--- src/hw/rtl/tvd_pkg.sv ---
// Package for the TCM Viterbi decoder: command and status codes, sizes,
// and the control and status structs between the controller and the datapath.
// No dependencies.
`timescale 1ns / 1ps

package tvd_pkg;

    localparam int MAX_STATES   = 8;
    localparam int MAX_BRANCHES = 4;
    localparam int MAX_POINTS   = 8;
    localparam int MAX_STEPS    = 64;

    localparam int STATE_W = $clog2(MAX_STATES);
    localparam int BRANCH_W = $clog2(MAX_BRANCHES);
    localparam int POINT_W = $clog2(MAX_POINTS);
    localparam int STEP_W = $clog2(MAX_STEPS);
    localparam int METRIC_W = 24;
    localparam int BM_W = 17;
    localparam int RAD_W = 34;

    localparam logic [METRIC_W-1:0] METRIC_MAX = {METRIC_W{1'b1}};

    localparam logic [2:0] CMD_SYMBOL   = 3'd0;
    localparam logic [2:0] CMD_WR_NEXT  = 3'd1;
    localparam logic [2:0] CMD_WR_LABEL = 3'd2;
    localparam logic [2:0] CMD_WR_POINT = 3'd3;
    localparam logic [2:0] CMD_TRACE    = 3'd4;

    localparam logic [2:0] ST_ACCEPTED = 3'd0;
    localparam logic [2:0] ST_DECODED  = 3'd1;
    localparam logic [2:0] ST_FULL     = 3'd2;
    localparam logic [2:0] ST_EMPTY    = 3'd3;
    localparam logic [2:0] ST_WRITTEN  = 3'd4;

    localparam logic CFG_STATES   = 1'b0;
    localparam logic CFG_BRANCHES = 1'b1;

    typedef struct packed {
        logic       latch;
        logic       do_write;
        logic       bm_init;
        logic       sq_load;
        logic       sqrt_start;
        logic       bm_store;
        logic       acs_clear;
        logic       acs_step;
        logic       surv_write;
        logic       commit;
        logic       clear_all;
        logic       best_init;
        logic       best_step;
        logic       tb_init;
        logic       tb_read;
        logic       tb_use;
        logic       emit_read;
        logic       out_load;
        logic [2:0] out_status;
    } tvd_cmd_t;

    typedef struct packed {
        logic [2:0] command;
        logic       full;
        logic       empty;
        logic       sqrt_done;
        logic       bm_last;
        logic       acs_last;
        logic       surv_last;
        logic       best_done;
        logic       tb_last;
        logic       emit_last;
        logic       out_free;
    } tvd_stat_t;

endpackage

--- src/hw/rtl/tvd_ctrl.sv ---
// Controller of the TCM Viterbi decoder: sequences table writes, metric
// computation, add-compare-select, traceback and result words. Uses tvd_pkg.
`timescale 1ns / 1ps

module tvd_ctrl
    import tvd_pkg::*;
(
    input  logic      clk,
    input  logic      rst_n,
    input  logic      in_valid,
    output logic      in_stall,
    output tvd_cmd_t  cmd,
    input  tvd_stat_t stat
);

    typedef enum logic [3:0] {
        S_IDLE, S_DECODE, S_RESP, S_SQ, S_SQRT_GO, S_SQRT_WAIT, S_ACS_INIT, S_ACS,
        S_SURV, S_BEST, S_TB_RD, S_TB_USE, S_EM_RD, S_EM_OUT
    } state_t;

    state_t     state_reg;
    state_t     state_next;
    logic [2:0] resp_reg;
    logic [2:0] resp_next;

    always_ff @(posedge clk or negedge rst_n)
    begin
        if (!rst_n)
        begin
            state_reg <= S_IDLE;
            resp_reg <= ST_ACCEPTED;
        end
        else
        begin
            state_reg <= state_next;
            resp_reg <= resp_next;
        end
    end

    always_comb
    begin
        state_next = state_reg;
        resp_next = resp_reg;
        cmd = '0;
        case (state_reg)
            S_IDLE:
            begin
                if (in_valid)
                begin
                    cmd.latch = 1'b1;
                    state_next = S_DECODE;
                end
            end
            S_DECODE:
            begin
                case (stat.command)
                    CMD_SYMBOL:
                    begin
                        if (stat.full)
                        begin
                            resp_next = ST_FULL;
                            state_next = S_RESP;
                        end
                        else
                        begin
                            cmd.bm_init = 1'b1;
                            state_next = S_SQ;
                        end
                    end
                    CMD_WR_NEXT, CMD_WR_LABEL, CMD_WR_POINT:
                    begin
                        cmd.do_write = 1'b1;
                        resp_next = ST_WRITTEN;
                        state_next = S_RESP;
                    end
                    CMD_TRACE:
                    begin
                        if (stat.empty)
                        begin
                            cmd.clear_all = 1'b1;
                            resp_next = ST_EMPTY;
                            state_next = S_RESP;
                        end
                        else
                        begin
                            cmd.best_init = 1'b1;
                            state_next = S_BEST;
                        end
                    end
                    default: state_next = S_IDLE;
                endcase
            end
            S_RESP:
            begin
                if (stat.out_free)
                begin
                    cmd.out_load = 1'b1;
                    cmd.out_status = resp_reg;
                    state_next = S_IDLE;
                end
            end
            S_SQ:
            begin
                cmd.sq_load = 1'b1;
                state_next = S_SQRT_GO;
            end
            S_SQRT_GO:
            begin
                cmd.sqrt_start = 1'b1;
                state_next = S_SQRT_WAIT;
            end
            S_SQRT_WAIT:
            begin
                if (stat.sqrt_done)
                begin
                    cmd.bm_store = 1'b1;
                    state_next = stat.bm_last ? S_ACS_INIT : S_SQ;
                end
            end
            S_ACS_INIT:
            begin
                cmd.acs_clear = 1'b1;
                state_next = S_ACS;
            end
            S_ACS:
            begin
                cmd.acs_step = 1'b1;
                if (stat.acs_last)
                    state_next = S_SURV;
            end
            S_SURV:
            begin
                cmd.surv_write = 1'b1;
                if (stat.surv_last)
                begin
                    cmd.commit = 1'b1;
                    resp_next = ST_ACCEPTED;
                    state_next = S_RESP;
                end
            end
            S_BEST:
            begin
                if (stat.best_done)
                begin
                    cmd.tb_init = 1'b1;
                    state_next = S_TB_RD;
                end
                else
                    cmd.best_step = 1'b1;
            end
            S_TB_RD:
            begin
                cmd.tb_read = 1'b1;
                state_next = S_TB_USE;
            end
            S_TB_USE:
            begin
                cmd.tb_use = 1'b1;
                state_next = stat.tb_last ? S_EM_RD : S_TB_RD;
            end
            S_EM_RD:
            begin
                cmd.emit_read = 1'b1;
                state_next = S_EM_OUT;
            end
            S_EM_OUT:
            begin
                if (stat.out_free)
                begin
                    cmd.out_load = 1'b1;
                    cmd.out_status = ST_DECODED;
                    if (stat.emit_last)
                    begin
                        cmd.clear_all = 1'b1;
                        state_next = S_IDLE;
                    end
                    else
                        state_next = S_EM_RD;
                end
            end
            default: state_next = S_IDLE;
        endcase
    end

    assign in_stall = (state_reg != S_IDLE);

endmodule

--- config.mk ---
export PLATFORM = sky130hd
export DESIGN_NAME = tvd_ctrl
export DESIGN_NICKNAME = d
export VERILOG_FILES = /design/src/hw/rtl/tvd_pkg.sv /design/src/hw/rtl/tvd_ctrl.sv
export SDC_FILE = /design/constraint.sdc
export NUM_CORES = 1
export LEC_CHECK = 0
export ABC_AREA = 1
export CAP_MARGIN = 20
export CORE_MARGIN = 8
export CORE_UTILIZATION = 55
export CTS_CLUSTER_SIZE = 28
export DETAILED_ROUTE_END_ITERATION = 12
export DONT_BUFFER_PORTS = 1
export PLACE_DENSITY = 0.74
export SETUP_SLACK_MARGIN = 0.2
export SYNTH_ARGS = -nofsm -noshare
export SYNTH_HDL_FRONTEND = slang
export SYNTH_SLANG_ARGS = --single-unit
--- constraint.sdc ---
create_clock -name clk -period 1.5 [get_ports clk]
set_input_delay 0.15 -clock clk [delete_from_list [all_inputs] [get_ports clk]]
set_output_delay 0.15 -clock clk [all_outputs]
set_load 0.01 [all_outputs]
==> run metrics <==
clock root buffer=clkbuf_4; Max clock buf depth=2; depth of the most critical reg-to-reg path=9; hold path cells=4; failing checks=negative setup slack; Die Width=53.7 um; largest family of logic cells by synthesized area=simple AND/OR/NAND/NOR gates; Tmin final=1550 ps; number of I/O port buffers=0; sw frac=56.6%; CTS tree=yes; Worst slew margin=75.9%; clk sink count=7; post-layout util=89.8%; DIE HEIGHT=53.7 um; data arrival time of the critical path=1690 ps; DR vias/cell=5.95; required time worst endpoint=1650 ps; placed cells=163; Hold Path Sink=state_reg[2]$_DFFE_PN0P_; Flop pwr share=16.6%; global-route wire length before repair=4860 um; average wire per standard cell=18.5 um; initial DRC count=49; DIE AREA=0.00288 mm^2; WS Path Type=register to register; achievable frequency=647 MHz; antenna violations before repair=0; reg2reg end=state_reg[2]$_DFFE_PN0P_; Clock power frac=7.4%; Fin Setup TNS=-344 ps; pwr dens=2080 mW/mm^2; GR Overflow Total=0; router iterations before antenna repair=4; crit end category=register; Synth Area in XOR/XNOR=0%; DRT antenna net count=0; fin nets=184; post-route setup slack=-45.3 ps; Fill cells=70; Post-Layout Inst Area=0.00118 mm^2; Peak VDD IR=1.76 mV; P_int=0.00107 W; Mapped Cells=144; Inserted Diodes=0; Clock Skews=5.98 ps; starting density of the core=59.4%; sequential area share after synthesis=22.4%; startpoint types=register; CTS HTree Levels=1; Placed Area=831 um^2; Netlist cell types=17; crit path max fanout=6; Tcrit/Tclk final=103%; vias in the first global route=1,064; Compound-Gate Fraction of Synth Area=8.48%; min-delay src=stat[6]; Max Transition Viols Final=0; core area=0.00132 mm^2; DP Wirelength=1860 um; Setup-failing EPs final=14; worst hold slack=162 ps; Net Sw Power=0.00139 W; clock latency on the worst-skew pair=260 ps; status=complete, but fails checks; Layout Cells excl Fill=182; r2r setup slk=-50 ps; gpl congestion=0.910; critical register-to-register path startpoint=state_reg[2]$_DFFE_PN0P_; mux cell area share after synthesis=0%; CTS clk-pin slew, worst paths=60 ps; Num CTS Buffers=3; Leakage=0.638 nW; Gate power share=76.0%; #FFs+latches synth=7; hold crit path type=input pin to register; Worst-Margin Slew=361 ps; unrepaired setup endpoints after global routing=true; largest net degree at the start of global routing=8; IO Pins=38; share of layout cells above drive strength 1=46.1%; num rows=13; routed vias=1,083; Post-Synth Simple-Gate Area=55.7%; max FFs per register=4; Post-Syn Area=782 um^2; Final Hold Fails=0; synthesis-to-finish area growth=51.4%; total track usage=22.8%; yosys warns=0; Adder-Cell Fraction of Synth Area=0%; total wire length=3370 um; Syn Nets=160; Post-Syn Area per Cell=5.43 um^2; drc violations=0; max-cap viol count=0
## power by group through the flow
stage	clock network, W	logic (W)	registers [W]
finish	0.000181	0.00187	0.000409
global route	0.000195	0.00199	0.000418
CTS	0.000180	0.00158	0.000380
floorplan	0	0.000848	0.000346
global placement	0	0.000995	0.000387
detailed placement	0	0.00101	0.000390
## cells in the mapped netlist
| library cell | count | area [um^2] |
|---|---|---|
| nand3_1 | 12 | 60.1 |
| nand2_2 | 9 | 56.3 |
| nor2_4 | 2 | 22.5 |
| o21ai_1 | 2 | 10.0 |
| nand2_1 | 45 | 169 |
| buf_4 | 1 | 7.51 |
| nor2_2 | 3 | 18.8 |
| nand3_2 | 1 | 10.0 |
| a21oi_1 | 4 | 20.0 |
| nor2_1 | 25 | 93.8 |
| o21ai_0 | 4 | 20.0 |
| o21ai_2 | 1 | 8.76 |
| nor3_1 | 1 | 5.00 |
| inv_2 | 5 | 18.8 |
| a21boi_1 | 1 | 7.51 |
| dfrtp_1 | 7 | 175 |
| inv_1 | 21 | 78.8 |
## layout make-up
type                    instances  area [um^2]  area share, %
multi-input cells             110          686           57.9
flip-flops and latches          7          179           15.1
repair buffers                 20          171           14.5
inverters                      26          103           8.67
clock buffers                   4         26.3           2.22
well taps                      15         18.8           1.59
## kinds of logic (layout without fill, tap and decap cells)
family / Yosys count / count (layout)
AND/OR/NAND/NOR: 98 / 98
flip-flops: 7 / 7
AO/OA/AOI/OAI: 12 / 12
buffers and inverters: 27 / 50
## metrics by stage
step                      total power (W)  setup slack (ps)
after floorplan                   0.00119               241
after global placement            0.00138               107
after detailed placement          0.00140              75.3
after CTS                         0.00214              20.2
after global routing              0.00260              -106
final                             0.00246             -45.3
## worst max-delay path: stages (launching register included)
cell	delay, ps
dfrtp_2	470
buf_4	160
nand2_2	170
nor2_4	80
nand2_2	80
nand2_1	80
nor2_1	120
nand2_2	100
nand2_1	100
nand2_1	70
## routing by layer
layer / routed length, um / GRT usage, %
met2: 1490 / 36.1
met3: 426 / 5.23
met1: 1200 / 25.0
met5: 0 / 0
met4: 253 / 20.2
## what timing repair did
item	in CTS	in global routing
pin swaps	6	4
buffers inserted	13	1
hold endpoints to repair	7	0
resized for setup	51	13
hold buffers	1	0
gates cloned	0	0
endpoints found under the setup margin	27	28
## placed cells by master (no fill, tap or decap), types with 3 or more instances in the layout
cell type	count
a21oi_1	4
buf_4	14
buf_6	5
clkbuf_4	3
dfrtp_1	4
dfrtp_2	3
inv_1	15
inv_2	9
nand2_1	40
nand2_2	7
nand2_4	7
nand3_1	9
nand3_2	4
nor2_1	10
nor2_2	3
nor2_4	17
o21ai_0	3
## how the worst max path moves through the flow
stage	startpoint	endpoint	slack, ps	cells past startpoint
6_report	state_reg[2]$_DFFE_PN0P_	state_reg[2]$_DFFE_PN0P_	-50	9
5_1_grt	state_reg[3]$_DFFE_PN0P_	cmd[3]	-110	5
4_1_cts	state_reg[3]$_DFFE_PN0P_	cmd[10]	20	6
3_5_place_dp	state_reg[1]$_DFFE_PN0P_	cmd[10]	80	6
3_3_place_gp	state_reg[0]$_DFFE_PN0P_	state_reg[1]$_DFFE_PN0P_	110	9
2_1_floorplan	state_reg[0]$_DFFE_PN0P_	state_reg[2]$_DFFE_PN0P_	240	10
(Power assumes the default switching activity.)
